### src/hw/rtl/sact_ram.sv
`default_nettype none
module sact_ram #(
  parameter int unsigned Width = 8,
  parameter int unsigned Depth = 16
) (
  input  wire logic                     clk_i,
  input  wire logic                     we_i,
  input  wire logic [$clog2(Depth)-1:0] waddr_i,
  input  wire logic [Width-1:0]         wdata_i,
  input  wire logic [$clog2(Depth)-1:0] raddr_i,
  output logic      [Width-1:0]         rdata_o
);
  logic [Width-1:0] mem_q [Depth];

  always_ff @(posedge clk_i) begin
    if (we_i) begin
      mem_q[waddr_i] <= wdata_i;
    end
    rdata_o <= mem_q[raddr_i];
  end
endmodule
`default_nettype wire

### config.mk
export PLATFORM = sky130hd
export DESIGN_NAME = sact_ram
export DESIGN_NICKNAME = d
export VERILOG_FILES = /design/src/hw/rtl/sact_ram.sv
export SDC_FILE = /design/constraint.sdc
export NUM_CORES = 1
export LEC_CHECK = 0
export BUFFER_PORTS_ARGS = -buffer_cell sky130_fd_sc_hd__buf_2
export CAP_MARGIN = 20
export CORE_ASPECT_RATIO = 1.25
export CORE_UTILIZATION = 30
export DETAILED_ROUTE_END_ITERATION = 6
export PLACE_DENSITY = 0.54
export SYNTH_ARGS = -nofsm -noshare
export SYNTH_HDL_FRONTEND = slang
export SYNTH_SLANG_ARGS = --single-unit
### constraint.sdc
create_clock -name clk_i -period 2.4 [get_ports clk_i]
set_input_delay 0.48 -clock clk_i [delete_from_list [all_inputs] [get_ports clk_i]]
set_output_delay 0.48 -clock clk_i [all_outputs]
set_load 0.01 [all_outputs]
==> flow_metrics.tcl <==
set metrics [dict create \
    cp_data_required_time_ps 2690 \
    yosys_register_bits 136 \
    synth_seq_area_share 0.778 \
    period_needed_ps 1580 \
    yosys_most_used_dff "edfxtp_1" \
    wl_met1_um 4700 \
    start_util 0.307 \
    critPathKind "in -> reg" \
    wl_um 10400 \
    cts_buffers 17 \
    finalCritPeriodShare 0.657 \
    grt_max_degree 26 \
    htreeDepth 4 \
    synth.distinct_cells 19 \
    ctsLongestPathBuffers 2 \
    async_flop_share 0 \
    multiInputGateArea_um2 1060 \
    endpoint_kind "flip-flop" \
    p_leak_nw 2.12 \
    syn_area_um2 5150 \
    viasPerCell 4.64 \
    dp_cells 486 \
    top_layer_used "met4" \
    synth_commonest_cells "edfxtp_1, mux4_2, a22oi_1, mux4_1, nor2_1" \
    synth_top_family_by_area "multiplexers" \
    final_antenna_net_count 0 \
    core-area_um2 16800 \
    synthCells 229 \
    area_growth_pct 21.5 \
    drv_slew 0 \
    synth_mux_area_frac 0.150 \
    drv_cap 0 \
    drtPass1Iterations 6 \
    grtUsageTotal 0.127 \
    synth_top_cell_area_share 0.747 \
    gp_congestion 0.676 \
    hold_class "in -> reg" \
    cts_tree "built" \
    critPathArrivalTime_ps 1870 \
    wl_met3_um 300 \
    vdd_drop_max_mv 0.455 \
    setup_viol 0 \
    worstPathMaxFanout 25 \
    std_cell_rows 53 \
    portBuffers 25 \
    hold_buffers 0 \
    synth-xor-area-share 0 \
    clk_latency_ps 410 \
    drive_gt1_frac 0.312 \
    antenna_found_initial 0 \
    fin_setup_tns_ps 0 \
    synth_area_leader_cell "edfxtp_1" \
    seqCellArea_um2 4000 \
    hold_ws_ps 455 \
    pwr_density_cell_nw_per_um2 890 \
    grt_pass1_wl_um 15600 \
    syn_area_per_cell_um2 22.5 \
    worst_pin_slew_ps 444 \
    drt_iter0_markers 142 \
    yosysWarnings 0 \
    die-area_um2 17700 \
    antennaDiodeCount 0 \
    grt_remaining_overflow 0 \
    synth_nets 247 \
    die_y_um 148 \
    rsz0062_at_grt "false" \
    status "completed" \
    synth_compound_area_frac 0.0233 \
    synth-simple-area-share 0.0318 \
    vias 2402 \
    synth-adder-area-share 0 \
    final_cells 518 \
    skew_ps 8.34 \
    cts_resized 0 \
    slew_headroom 0.704 \
    post_cts_buffers 0 \
    clk_pin_slew_ps 50 \
    synth_edf_count 128 \
    finalNetCount 303 \
    dp_hpwl_um 6510 \
    grt_pass1_vias 2588 \
    synth.area.top_cells "edfxtp_1, mux4_2, mux4_1" \
    timing.fmax_ghz 0.634 \
    io_pins 26 \
    yosysMostFrequentCell "edfxtp_1" \
    die_w_um 119 \
    hold_viol_final 0 \
    routed-wl-met2_um 5240 \
    cts_root_buf "clkbuf_16" \
    final.fill_count 1553 \
    critPathLaunchType "input pin" \
    drc 0 \
    wl_per_cell_um 20.0 \
    clock_sinks 136 \
]
## cell families after synthesis
family,after synthesis
AOI/OAI and AO/OA,16
buffers and inverters,10
DFF,136
muxes,32
and+or+nand+nor,35
## worst paths after layout
kind	from	endpoint	slack [ps]	depth (start not counted)
worst max-delay path	raddr_i[0]	rdata_o[3]$_DFF_P_	820	5
worst min-delay path	wdata_i[1]	mem_q[14][1]$_DFFE_PP_	460	1
worst max register to register	mem_q[4][3]$_DFFE_PP_	rdata_o[3]$_DFF_P_	1040	3
worst min register to register	mem_q[8][3]$_DFFE_PP_	rdata_o[3]$_DFF_P_	680	3
## metal layers
metal  GRT usage  vias up
met2       0.205       45
met4      0.0456        0
met3      0.0418       10
li1            -     1083
met5           0        -
met1       0.160     1264
## through the flow
stage                     cell area [µm²]   util  total power (W)  worst slack [ps]
after detailed placement             5650  0.337          0.00298               369
after CTS                            6250  0.373          0.00561               797
final                                6250  0.373          0.00557               823
after global routing                 6250  0.373          0.00573               763
after floorplan                      5150      -          0.00286               427
after global placement               5650  0.337          0.00298               346
## power by group
part	switching [W]	total, W	internal [W]
logic	0.000143	0.000252	0.000110
clock network	0.000898	0.00264	0.00174
registers	0.0000187	0.00268	0.00266
total	0.00106	0.00557	0.00451
## cells in the final DEF, fill, tap and decap left out, types with 2 or more instances in the layout
cell and instances:
a22oi_1 16, nand3b_1 2, clkbuf_16 17, nand2b_1 2, nand2_1 9, nor3_1 4
mux4_2 18, buf_12 2, bufinv_16 4, clkinv_2 5, edfxtp_1 128, clkinv_1 3
mux4_1 14, nor2_1 13, buf_4 20, buf_2 25, clkbuf_1 2, dfxtp_1 8
## worst max-delay path, cell delays in order
cell and delay (ps):
buf_2 160, buf_12 230, mux4_1 570, a22oi_1 310, nand2_1 80
## area by class of cell
| cell class | count | share of cell area |
|---|---|---|
| clock buffers | 20 | 0.0714 |
| clock inverters | 12 | 0.0250 |
| flip-flops and latches | 136 | 0.640 |
| repair buffers | 47 | 0.0504 |
| well taps | 220 | 0.0440 |
| multi-input cells | 83 | 0.169 |
## state kept, by name, summed over array words and instances, names as in the netlist
name	count
rdata_o	8
mem_q	128
Note: power is estimated with default switching activity, not from simulation.
