`src/hw/rtl/sact_pkg.sv`:
```
`default_nettype none
package sact_pkg;
  localparam int unsigned NumSetsDefault    = 16384;
  localparam int unsigned NumWaysDefault    = 4;
  localparam int unsigned BlockBytesDefault = 64;

  localparam logic [1:0] OpRead  = 2'd0;
  localparam logic [1:0] OpWrite = 2'd1;
  localparam logic [1:0] OpInval = 2'd2;
  localparam logic [1:0] OpClear = 2'd3;

  localparam int unsigned AgeW = 8;
  localparam logic [AgeW-1:0] AgeMax = '1;
endpackage
`default_nettype wire

```
`src/hw/rtl/sact_way_unit.sv`:
```
`default_nettype none
// Shared per-way unit: compare one stored way against the lookup tag and
// track hit, first invalid way and oldest way across the ways of a set.
module sact_way_unit
  import sact_pkg::*;
#(
  parameter int unsigned TagW = 12,
  parameter int unsigned WayW = 2
) (
  input  wire logic            clk_i,
  input  wire logic            rst_ni,
  input  wire logic            first_i,
  input  wire logic            step_i,
  input  wire logic [WayW-1:0] way_i,
  input  wire logic            valid_i,
  input  wire logic [TagW-1:0] tag_i,
  input  wire logic [AgeW-1:0] age_i,
  input  wire logic [TagW-1:0] look_tag_i,
  output logic                 hit_o,
  output logic [WayW-1:0]      hit_way_o,
  output logic                 inv_o,
  output logic [WayW-1:0]      inv_way_o,
  output logic [WayW-1:0]      old_way_o
);
  logic            hit_q, inv_q;
  logic [WayW-1:0] hit_way_q, inv_way_q, old_way_q;
  logic [AgeW-1:0] old_age_q;
  logic            match;

  assign match = valid_i && (tag_i == look_tag_i);

  always_ff @(posedge clk_i or negedge rst_ni) begin
    if (!rst_ni) begin
      hit_q <= 1'b0;
      inv_q <= 1'b0;
    end else if (step_i) begin
      if (match && (first_i || !hit_q)) begin
        hit_q     <= 1'b1;
        hit_way_q <= way_i;
      end else if (first_i) begin
        hit_q <= 1'b0;
      end
      if (!valid_i && (first_i || !inv_q)) begin
        inv_q     <= 1'b1;
        inv_way_q <= way_i;
      end else if (first_i) begin
        inv_q <= 1'b0;
      end
      if (first_i || age_i > old_age_q) begin
        old_age_q <= age_i;
        old_way_q <= way_i;
      end
    end
  end

  assign hit_o     = hit_q;
  assign hit_way_o = hit_way_q;
  assign inv_o     = inv_q;
  assign inv_way_o = inv_way_q;
  assign old_way_o = old_way_q;
endmodule
`default_nettype wire

```
`config.mk`:
```
export PLATFORM = sky130hd
export DESIGN_NAME = sact_way_unit
export DESIGN_NICKNAME = d
export VERILOG_FILES = /design/src/hw/rtl/sact_pkg.sv /design/src/hw/rtl/sact_way_unit.sv
export SDC_FILE = /design/constraint.sdc
export NUM_CORES = 1
export LEC_CHECK = 0
export BUFFER_PORTS_ARGS = -buffer_cell sky130_fd_sc_hd__buf_4
export CAP_MARGIN = 10
export CORE_MARGIN = 3
export CORE_UTILIZATION = 25
export DETAILED_ROUTE_END_ITERATION = 8
export PLACE_DENSITY = 0.57
export SETUP_SLACK_MARGIN = 0.02
export SLEW_MARGIN = 20
export SYNTH_ARGS = -nofsm -noshare
export SYNTH_HDL_FRONTEND = slang
export SYNTH_SLANG_ARGS = --single-unit
```
`constraint.sdc`:
```
create_clock -name clk_i -period 2.2 [get_ports clk_i]
set_input_delay 0.11 -clock clk_i [delete_from_list [all_inputs] [get_ports clk_i]]
set_output_delay 0.11 -clock clk_i [all_outputs]
set_load 0.02 [all_outputs]
```
==> impl_results.html, run 1 <==
<table>
<tr><th>Metric</th><th>Value</th></tr>
<tr><th colspan="2">GRT</th></tr>
<tr><td>Global routing usage on met2</td><td>17.3%</td></tr>
<tr><td>Global routing usage summed across all routing layers</td><td>approximately a tenth</td></tr>
<tr><td>Total gr overflow</td><td>0</td></tr>
<tr><td>Vias in the first global route</td><td>798</td></tr>
<tr><td>Met1 Resource Use GR</td><td>a little under an eighth</td></tr>
<tr><td>Pin count of the biggest net entering global routing</td><td>10</td></tr>
<tr><td>Number of antenna violations at the first check in global routing</td><td>0</td></tr>
<tr><td>Global-route wire length before repair</td><td>3.34 mm</td></tr>
<tr><td>Global routing usage on met3</td><td>between 3 and 4%</td></tr>
<tr><td>Busiest layer in global routing</td><td>met2</td></tr>
<tr><th colspan="2">Place</th></tr>
<tr><td>DP HPWL</td><td>about 1.7 mm</td></tr>
<tr><td>Cell Area, Placed</td><td>approximately 1300 um^2</td></tr>
<tr><td>GPL Wtd Cong</td><td>0.756</td></tr>
<tr><td>Port Buffers</td><td>46</td></tr>
<tr><th colspan="2">Run status</th></tr>
<tr><td>Status</td><td>finished clean</td></tr>
<tr><th colspan="2">Clock tree</th></tr>
<tr><td>Longest Clk Path Bufs</td><td>2</td></tr>
<tr><td>H-Tree Depth</td><td>1</td></tr>
<tr><td>Clock tree from TritonCTS</td><td>done</td></tr>
<tr><td>Post-CTS Setup Repair Bufs</td><td>0</td></tr>
<tr><td>Clock slew at reported path FFs</td><td>0.09 ns</td></tr>
<tr><td>Clock buffers created by TritonCTS</td><td>3</td></tr>
<tr><td>Root Buffer Master</td><td>sky130_fd_sc_hd__clkbuf_4</td></tr>
<tr><td>Sinks on Clock Net</td><td>16</td></tr>
<tr><td>Insertion delay to the later sink of the worst-skew pair</td><td>0.28 ns</td></tr>
<tr><th colspan="2">Final layout</th></tr>
<tr><td>Antenna cell count</td><td>0</td></tr>
<tr><td>Summed area of non-filler cells in the final layout</td><td>1430 um^2</td></tr>
<tr><td>Fraction of layout instances using a drive strength above 1</td><td>40.0%</td></tr>
<tr><td>Layout overhead on the synthesized area</td><td>61.3%</td></tr>
<tr><td>Layout net count</td><td>183</td></tr>
<tr><th colspan="2">Setup path</th></tr>
<tr><td>Kind of launch point of the worst setup path</td><td>input pin</td></tr>
<tr><td>Maximum net fanout on the critical path</td><td>6</td></tr>
<tr><td>Worst path arrival time</td><td>1.95 ns</td></tr>
<tr><td>End of the worst register-to-register path</td><td>old_age_q[4]</td></tr>
<tr><td>Worst-case register-to-register setup slack</td><td>0.42 ns</td></tr>
<tr><td>Data required time of the critical path</td><td>2.20 ns</td></tr>
<tr><td>Startpoint of the worst register-to-register path</td><td>old_age_q[6]</td></tr>
<tr><td>Register-to-Register Path Depth</td><td>7</td></tr>
<tr><td>Sort of element at the end of the critical path</td><td>register</td></tr>
<tr><td>Type of the setup path with the least slack</td><td>in2reg</td></tr>
<tr><td>Start point of the critical path</td><td>age_i[7]</td></tr>
<tr><th colspan="2">Worst hold path</th></tr>
<tr><td>Worst Hold Path EP</td><td>old_age_q[2]</td></tr>
<tr><td>HP Class</td><td>in2reg</td></tr>
<tr><td>WHS Path Cells</td><td>1</td></tr>
<tr><td>Worst hold start</td><td>age_i[2]</td></tr>
<tr><th colspan="2">Detailed routing</th></tr>
<tr><td>Drt initial violations</td><td>25</td></tr>
<tr><td>DR vias</td><td>774</td></tr>
<tr><td>Antenna Nets Post-Route</td><td>0</td></tr>
<tr><td>Count of unresolved DRC violations after routing</td><td>0</td></tr>
<tr><td>Post-detailed-routing wire length</td><td>2.01 mm</td></tr>
<tr><td>Initial DRT Pass Iterations</td><td>4</td></tr>
<tr><td>Average detailed-routed wire length per instance</td><td>11.2 um</td></tr>
<tr><td>Mean number of vias per cell</td><td>4.32</td></tr>
<tr><th colspan="2">Timing</th></tr>
<tr><td>Worst slack on hold paths</td><td>0.0310 ns</td></tr>
<tr><td>Unrepaired setup endpoints after global routing</td><td>no</td></tr>
<tr><td>Max-slew violation count</td><td>0</td></tr>
<tr><td>Fin. Hold Viols</td><td>0</td></tr>
<tr><td>Maximum clock frequency</td><td>0.514 GHz</td></tr>
<tr><td>Setup Viol. Count Final</td><td>0</td></tr>
<tr><td>Post-route setup TNS</td><td>0 ns</td></tr>
<tr><td>Worst-Margin Slew</td><td>0.314 ns</td></tr>
<tr><td>Max-slew headroom at the worst pin</td><td>78.9%</td></tr>
<tr><td>Period utilisation layout</td><td>88.4%</td></tr>
<tr><td>Clock period minus worst slack</td><td>1.95 ns</td></tr>
<tr><td>Worst Skew</td><td>0.00116 ns</td></tr>
<tr><th colspan="2">Power</th></tr>
<tr><td>PD cells</td><td>around 460 nW/um^2</td></tr>
<tr><td>Peak ir drop on the vdd network</td><td>between 0.00015 and 0.0002 V</td></tr>
<tr><td>Static leakage power</td><td>0.635 nW</td></tr>
<tr><th colspan="2">Yosys</th></tr>
<tr><td>Number of flops mapped to enable cells by yosys</td><td>14</td></tr>
<tr><td>Warning count from the yosys run</td><td>0</td></tr>
<tr><td>Count leader, synth</td><td>sky130_fd_sc_hd__edfxtp_1</td></tr>
<tr><td>Post-synthesis instance total</td><td>73</td></tr>
<tr><td>Cell variety after synth</td><td>21</td></tr>
<tr><td>Number of nets produced by synthesis</td><td>120</td></tr>
<tr><td>Portion of the post-synthesis area used by sequential elements</td><td>53.3%</td></tr>
<tr><td>Share of flip-flops with an asynchronous set or reset</td><td>12.5%</td></tr>
<tr><td>Cell Area, Synth</td><td>883 um^2</td></tr>
<tr><td>Most frequently used flop master after synthesis</td><td>sky130_fd_sc_hd__edfxtp_1</td></tr>
<tr><td>Cell types with the highest counts after synthesis</td><td>sky130_fd_sc_hd__edfxtp_1, sky130_fd_sc_hd__xnor2_1, sky130_fd_sc_hd__inv_1</td></tr>
<tr><td>Flip-flop and latch count after synthesis</td><td>16</td></tr>
<tr><td>Share of the synthesized area in the top cell type</td><td>47.6%</td></tr>
<tr><td>Synth top area cells</td><td>sky130_fd_sc_hd__edfxtp_1, sky130_fd_sc_hd__xnor2_1, sky130_fd_sc_hd__ha_1</td></tr>
<tr><td>Largest area contributor in the netlist</td><td>sky130_fd_sc_hd__edfxtp_1</td></tr>
<tr><td>Avg Synthesized Cell Area</td><td>12.1 um^2</td></tr>
<tr><th colspan="2">Floorplanning</th></tr>
<tr><td>Die footprint</td><td>4280 um^2</td></tr>
<tr><td>Horiz. Die Dim</td><td>roughly 65 um</td></tr>
<tr><td>Vertical extent of the die</td><td>approximately 65 um</td></tr>
<tr><td>Num ports</td><td>47</td></tr>
<tr><td>Core area</td><td>3200 um^2</td></tr>
<tr><td>Initial Util</td><td>27.6%</td></tr>
<tr><td>Row cnt</td><td>20</td></tr>
<tr><th colspan="2">Run</th></tr>
<tr><td>Count of max-cap constraint violations</td><td>0</td></tr>
</table>
==> per-layer routing <==
metal / wire length, um / vias up
met1: 795 / 346
li1: - / 384
met5: 0 / -
met2: 996 / 40
met3: 197 / 4
met4: 23 / 0
==> logic make-up after synthesis <==
group / after synthesis / share of synthesized area (%)
adder cells (fa/ha/maj): 8 / 11.3
flip-flops: 16 / 53.3
AND/OR/NAND/NOR: 18 / 12.9
XOR/XNOR: 12 / 11.9
AO/OA/AOI/OAI: 9 / 6.37
buffers and inverters: 10 / 4.25
==> timing repair <==
item	in CTS	in global routing
hold endpoints to repair	2	13
hold buffers	1	9
resized for setup	0	0
==> through the flow <==
| stage | cells | worst slack, ns | util (%) | power (mW) |
|---|---|---|---|---|
| after floorplan | 73 | 0.229 | - | 0.412 |
| after global placement | 165 | 0.486 | 40.5 | 0.492 |
| after detailed placement | 165 | 0.440 | 40.5 | 0.497 |
| final | 179 | 0.254 | 44.5 | 0.655 |
| after CTS | 170 | 0.408 | 41.7 | 0.651 |
| after global routing | 179 | 0.166 | 44.5 | 0.702 |
==> flip-flops by register name (all words and copies together) (netlist names) <==
name,cells
hit_o,1
hit_way_o,2
inv_o,1
inv_way_o,2
old_age_q,8
old_way_o,2
==> how the worst max path moves through the flow <==
stage / endpoint
finish: old_age_q[4]
detailed placement: old_age_q[4]
floorplan: old_age_q[0]
CTS: old_age_q[4]
global placement: old_way_o[0]
global route: old_age_q[7]
==> area by class of cell <==
cell class                 instances  area (um^2)
tap                               44         55.1
fill                             339         1780
inverter                          10         37.5
clock inverter                     1         3.75
clock buffer                       3         22.5
sequential                        16          470
timing repair buffer              58          460
multi-input combinational         47          375
==> placed cells by master, fill, tap and decap left out <==
master,Yosys,final
sky130_fd_sc_hd__buf_4,0,48
sky130_fd_sc_hd__clkinv_1,0,1
sky130_fd_sc_hd__and4_1,1,1
sky130_fd_sc_hd__nor2b_1,3,3
sky130_fd_sc_hd__xnor2_1,12,12
sky130_fd_sc_hd__nand3_1,1,1
sky130_fd_sc_hd__dlygate4sd3_1,0,10
sky130_fd_sc_hd__nand4_1,3,3
sky130_fd_sc_hd__and4b_1,1,1
sky130_fd_sc_hd__o21a_1,1,1
sky130_fd_sc_hd__dfrtp_1,2,2
sky130_fd_sc_hd__edfxtp_1,14,14
sky130_fd_sc_hd__nor3_1,1,1
sky130_fd_sc_hd__nor4_2,1,1
sky130_fd_sc_hd__nor3b_2,1,1
sky130_fd_sc_hd__clkbuf_4,0,3
sky130_fd_sc_hd__a21oi_1,2,2
sky130_fd_sc_hd__inv_1,10,10
sky130_fd_sc_hd__nand2_1,4,4
sky130_fd_sc_hd__nor2_1,2,2
sky130_fd_sc_hd__a22o_2,1,1
sky130_fd_sc_hd__o21ai_0,3,3
sky130_fd_sc_hd__ha_1,8,8
sky130_fd_sc_hd__a31oi_1,1,1
sky130_fd_sc_hd__o211ai_1,1,1
==> critical path, stage by stage <==
cell and delay [ns]:
sky130_fd_sc_hd__dlygate4sd3_1 0.54, sky130_fd_sc_hd__buf_4 0.14, sky130_fd_sc_hd__ha_1 0.31, sky130_fd_sc_hd__and4_1 0.22, sky130_fd_sc_hd__a31oi_1 0.16, sky130_fd_sc_hd__o21ai_0 0.10
sky130_fd_sc_hd__a21oi_1 0.17, sky130_fd_sc_hd__buf_4 0.19
==> report_power, final <==
part           switching, mW  total, mW  internal [mW]
clock                 0.0867      0.152         0.0657
combinational         0.0608      0.155         0.0946
sequential           0.00417      0.347          0.343
Note: power is estimated with default switching activity, not from simulation.
==> run 2: changes to the inputs <==
--- a/config.mk
+++ b/config.mk
@@ -10,7 +10,7 @@
 export CORE_MARGIN = 3
 export CORE_UTILIZATION = 25
 export DETAILED_ROUTE_END_ITERATION = 8
-export PLACE_DENSITY = 0.57
+export PLACE_DENSITY = 0.54
 export SETUP_SLACK_MARGIN = 0.02
 export SLEW_MARGIN = 20
 export SYNTH_ARGS = -nofsm -noshare
==> constraint.sdc (replaced) <==
create_clock -name clk_i -period 2.15 [get_ports clk_i]
set_input_delay 0.1075 -clock clk_i [delete_from_list [all_inputs] [get_ports clk_i]]
set_output_delay 0.1075 -clock clk_i [all_outputs]
set_load 0.02 [all_outputs]
==> run 2 against run 1 <==
Non-clock buffer count decreased by 7. Power up 0.34%. Clock skew is essentially flat. Die area is the same. Via count down 8.7%. Worst hold slack worse by 0.017 ns. Sequential power rose by 2%. Setup slack improved by 0.065 ns. Critical path depth is the same. Register-to-register slack about the same. Highest routed layer unchanged. Combinational power decreased by 6%. Sequential share of layout area is 1.7 points higher.
==> impl_results.html, run 2 (synthesis results as in run 1) <==
<table>
<tr><th>Metric</th><th>Value</th></tr>
<tr><th colspan="2">Run status</th></tr>
<tr><td>Status</td><td>finished clean</td></tr>
<tr><th colspan="2">GRT</th></tr>
<tr><td>Global routing usage summed across all routing layers</td><td>under 10%</td></tr>
<tr><td>Global-route wire length before repair</td><td>2.76 mm</td></tr>
<tr><td>Pin count of the biggest net entering global routing</td><td>10</td></tr>
<tr><td>Vias in the first global route</td><td>651</td></tr>
<tr><td>Number of antenna violations at the first check in global routing</td><td>0</td></tr>
<tr><td>Total gr overflow</td><td>0</td></tr>
<tr><th colspan="2">Setup path</th></tr>
<tr><td>Sort of element at the end of the critical path</td><td>register</td></tr>
<tr><td>Most frequent cell on the critical path</td><td>sky130_fd_sc_hd__buf_4</td></tr>
<tr><td>Data required time of the critical path</td><td>2.15 ns</td></tr>
<tr><td>List of cells traversed by the critical path</td><td>dlygate4sd3_1 &gt; buf_4 &gt; ha_1 &gt; and4_1 &gt; a31oi_1 &gt; o21ai_0 &gt; a21oi_1 &gt; buf_4</td></tr>
<tr><td>Type of the setup path with the least slack</td><td>in2reg</td></tr>
<tr><td>Maximum net fanout on the critical path</td><td>7</td></tr>
<tr><td>Peak per-stage delay on the critical path</td><td>0.53 ns</td></tr>
<tr><td>Worst path arrival time</td><td>1.83 ns</td></tr>
<tr><td>Max stage delay cell, worst path</td><td>sky130_fd_sc_hd__dlygate4sd3_1</td></tr>
<tr><td>Kind of launch point of the worst setup path</td><td>input pin</td></tr>
<tr><th colspan="2">Clock tree</th></tr>
<tr><td>Root Buffer Master</td><td>sky130_fd_sc_hd__clkbuf_4</td></tr>
<tr><td>Clock slew at reported path FFs</td><td>roughly 0.090 ns</td></tr>
<tr><td>Insertion delay to the later sink of the worst-skew pair</td><td>approximately 0.28 ns</td></tr>
<tr><td>H-Tree Depth</td><td>1</td></tr>
<tr><td>Clock tree from TritonCTS</td><td>done</td></tr>
<tr><td>Longest Clk Path Bufs</td><td>2</td></tr>
<tr><td>Sinks on Clock Net</td><td>16</td></tr>
<tr><td>Clock buffers created by TritonCTS</td><td>3</td></tr>
<tr><td>CTS resizes</td><td>0</td></tr>
<tr><th colspan="2">Final layout</th></tr>
<tr><td>Most frequent cells in the layout</td><td>sky130_fd_sc_hd__buf_4, sky130_fd_sc_hd__edfxtp_1, sky130_fd_sc_hd__xnor2_1, sky130_fd_sc_hd__inv_1, sky130_fd_sc_hd__ha_1</td></tr>
<tr><td>Finished Core Util</td><td>42.3%</td></tr>
<tr><td>Layout overhead on the synthesized area</td><td>53.4%</td></tr>
<tr><td>Register with the most flip-flops</td><td>old_age_q</td></tr>
<tr><td>Final non-filler cell total</td><td>172</td></tr>
<tr><td>Max reg flops</td><td>8</td></tr>
<tr><td>Fraction of layout instances using a drive strength above 1</td><td>between 40% and 50%</td></tr>
<tr><td>Antenna cell count</td><td>0</td></tr>
<tr><td>Number of inserted filler cells in the final layout</td><td>338</td></tr>
<tr><td>Layout net count</td><td>176</td></tr>
<tr><td>Most common cell after layout, fill and taps aside</td><td>sky130_fd_sc_hd__buf_4</td></tr>
<tr><th colspan="2">Power</th></tr>
<tr><td>Peak ir drop on the vdd network</td><td>0.000160 V</td></tr>
<tr><td>PD cells</td><td>485 nW/um^2</td></tr>
<tr><td>Static leakage power</td><td>0.605 nW</td></tr>
<tr><th colspan="2">Timing</th></tr>
<tr><td>Maximum clock frequency</td><td>0.546 GHz</td></tr>
<tr><td>Max-slew violation count</td><td>0</td></tr>
<tr><td>Unrepaired setup endpoints after global routing</td><td>no</td></tr>
<tr><td>Setup Viol. Count Final</td><td>0</td></tr>
<tr><td>Clock period minus worst slack</td><td>1.83 ns</td></tr>
<tr><td>Post-route setup TNS</td><td>0 ns</td></tr>
<tr><td>Fin. Hold Viols</td><td>0</td></tr>
<tr><td>Worst Skew</td><td>0.000763 ns</td></tr>
<tr><td>Worst slack on hold paths</td><td>0.0141 ns</td></tr>
<tr><td>Worst-Margin Slew</td><td>0.311 ns</td></tr>
<tr><td>Period utilisation layout</td><td>85.1%</td></tr>
<tr><td>Max-slew headroom at the worst pin</td><td>79.1%</td></tr>
<tr><th colspan="2">Place</th></tr>
<tr><td>GPL Wtd Cong</td><td>0.780</td></tr>
<tr><td>DP HPWL</td><td>1.58 mm</td></tr>
<tr><td>Port Buffers</td><td>46</td></tr>
<tr><td>Dpl cells</td><td>165</td></tr>
<tr><th colspan="2">Floorplanning</th></tr>
<tr><td>Horiz. Die Dim</td><td>around 65 um</td></tr>
<tr><td>Row cnt</td><td>20</td></tr>
<tr><td>Vertical extent of the die</td><td>65.4 um</td></tr>
<tr><td>Num ports</td><td>47</td></tr>
<tr><td>Initial Util</td><td>27.6%</td></tr>
<tr><td>Core area</td><td>3200 um^2</td></tr>
<tr><td>Die footprint</td><td>4280 um^2</td></tr>
<tr><th colspan="2">Detailed routing</th></tr>
<tr><td>Initial DRT Pass Iterations</td><td>2</td></tr>
<tr><td>Mean number of vias per cell</td><td>4.11</td></tr>
<tr><td>DR vias</td><td>707</td></tr>
<tr><td>Average detailed-routed wire length per instance</td><td>around 10 um</td></tr>
<tr><td>Antenna Nets Post-Route</td><td>0</td></tr>
<tr><td>Post-detailed-routing wire length</td><td>1.78 mm</td></tr>
<tr><td>Count of unresolved DRC violations after routing</td><td>0</td></tr>
<tr><td>Drt initial violations</td><td>16</td></tr>
<tr><th colspan="2">Run</th></tr>
<tr><td>Count of max-cap constraint violations</td><td>0</td></tr>
<tr><th colspan="2">Worst hold path</th></tr>
<tr><td>HP Class</td><td>in2reg</td></tr>
</table>
==> run 2: power breakdown <==
part	switching [mW]	internal, mW
clock network	0.0892	0.0672
logic	0.0575	0.0884
registers	0.00388	0.351
total	0.151	0.507
==> run 2: cell type report <==
type	instances	area, um^2	share of cell area (%)
clock buffer	3	22.5	1.66
clock inverter	1	3.75	0.277
inverter	10	37.5	2.77
multi-input combinational	47	375	27.7
sequential	16	470	34.7
tap	44	55.1	4.06
timing repair buffer	51	390	28.8
==> run 2: routing by layer <==
layer	wire, um	vias to the layer above	global-route usage, %
li1	-	369	-
met1	735	302	10.6
met2	829	34	13.1
met3	197	2	3.25
met4	16	0	3.89
met5	0	-	0
==> run 2: worst paths after layout <==
| path | to | startpoint | slack (ns) | depth (start not counted) |
|---|---|---|---|---|
| worst max-delay path | old_age_q[6] | age_i[5] | 0.32 | 8 |
| worst min-delay path | old_age_q[2] | age_i[2] | 0.01 | 1 |
| worst max register to register | old_age_q[6] | old_age_q[7] | 0.42 | 7 |
| worst min register to register | inv_o | inv_o | 0.52 | 2 |
| max in group asynchronous | hit_o | rst_ni | 1.92 | 2 |
| min in group asynchronous | inv_o | rst_ni | 0.14 | 2 |
==> run 2: per-stage QoR <==
stage | power, mW | setup slack [ns] | area, um^2
final | 0.657 | 0.320 | 1360
after global routing | 0.696 | 0.243 | 1360
after CTS | 0.666 | 0.337 | 1350
after detailed placement | 0.507 | 0.417 | 1300
after global placement | 0.504 | 0.435 | 1300
after floorplan | 0.421 | 0.179 | 883
==> run 2: critical path, delay by kind of cell <==
| family | cells | cell delay [ns] |
|---|---|---|
| compound gates | 3 | 0.40 |
| fa+ha+maj | 1 | 0.31 |
| buf+inv | 3 | 0.85 |
| simple gates | 1 | 0.17 |
==> run 2: what timing repair did <==
item,CTS,global route
setup buffers,0,0
hold endpoints to repair,3,1
hold buffers,2,1
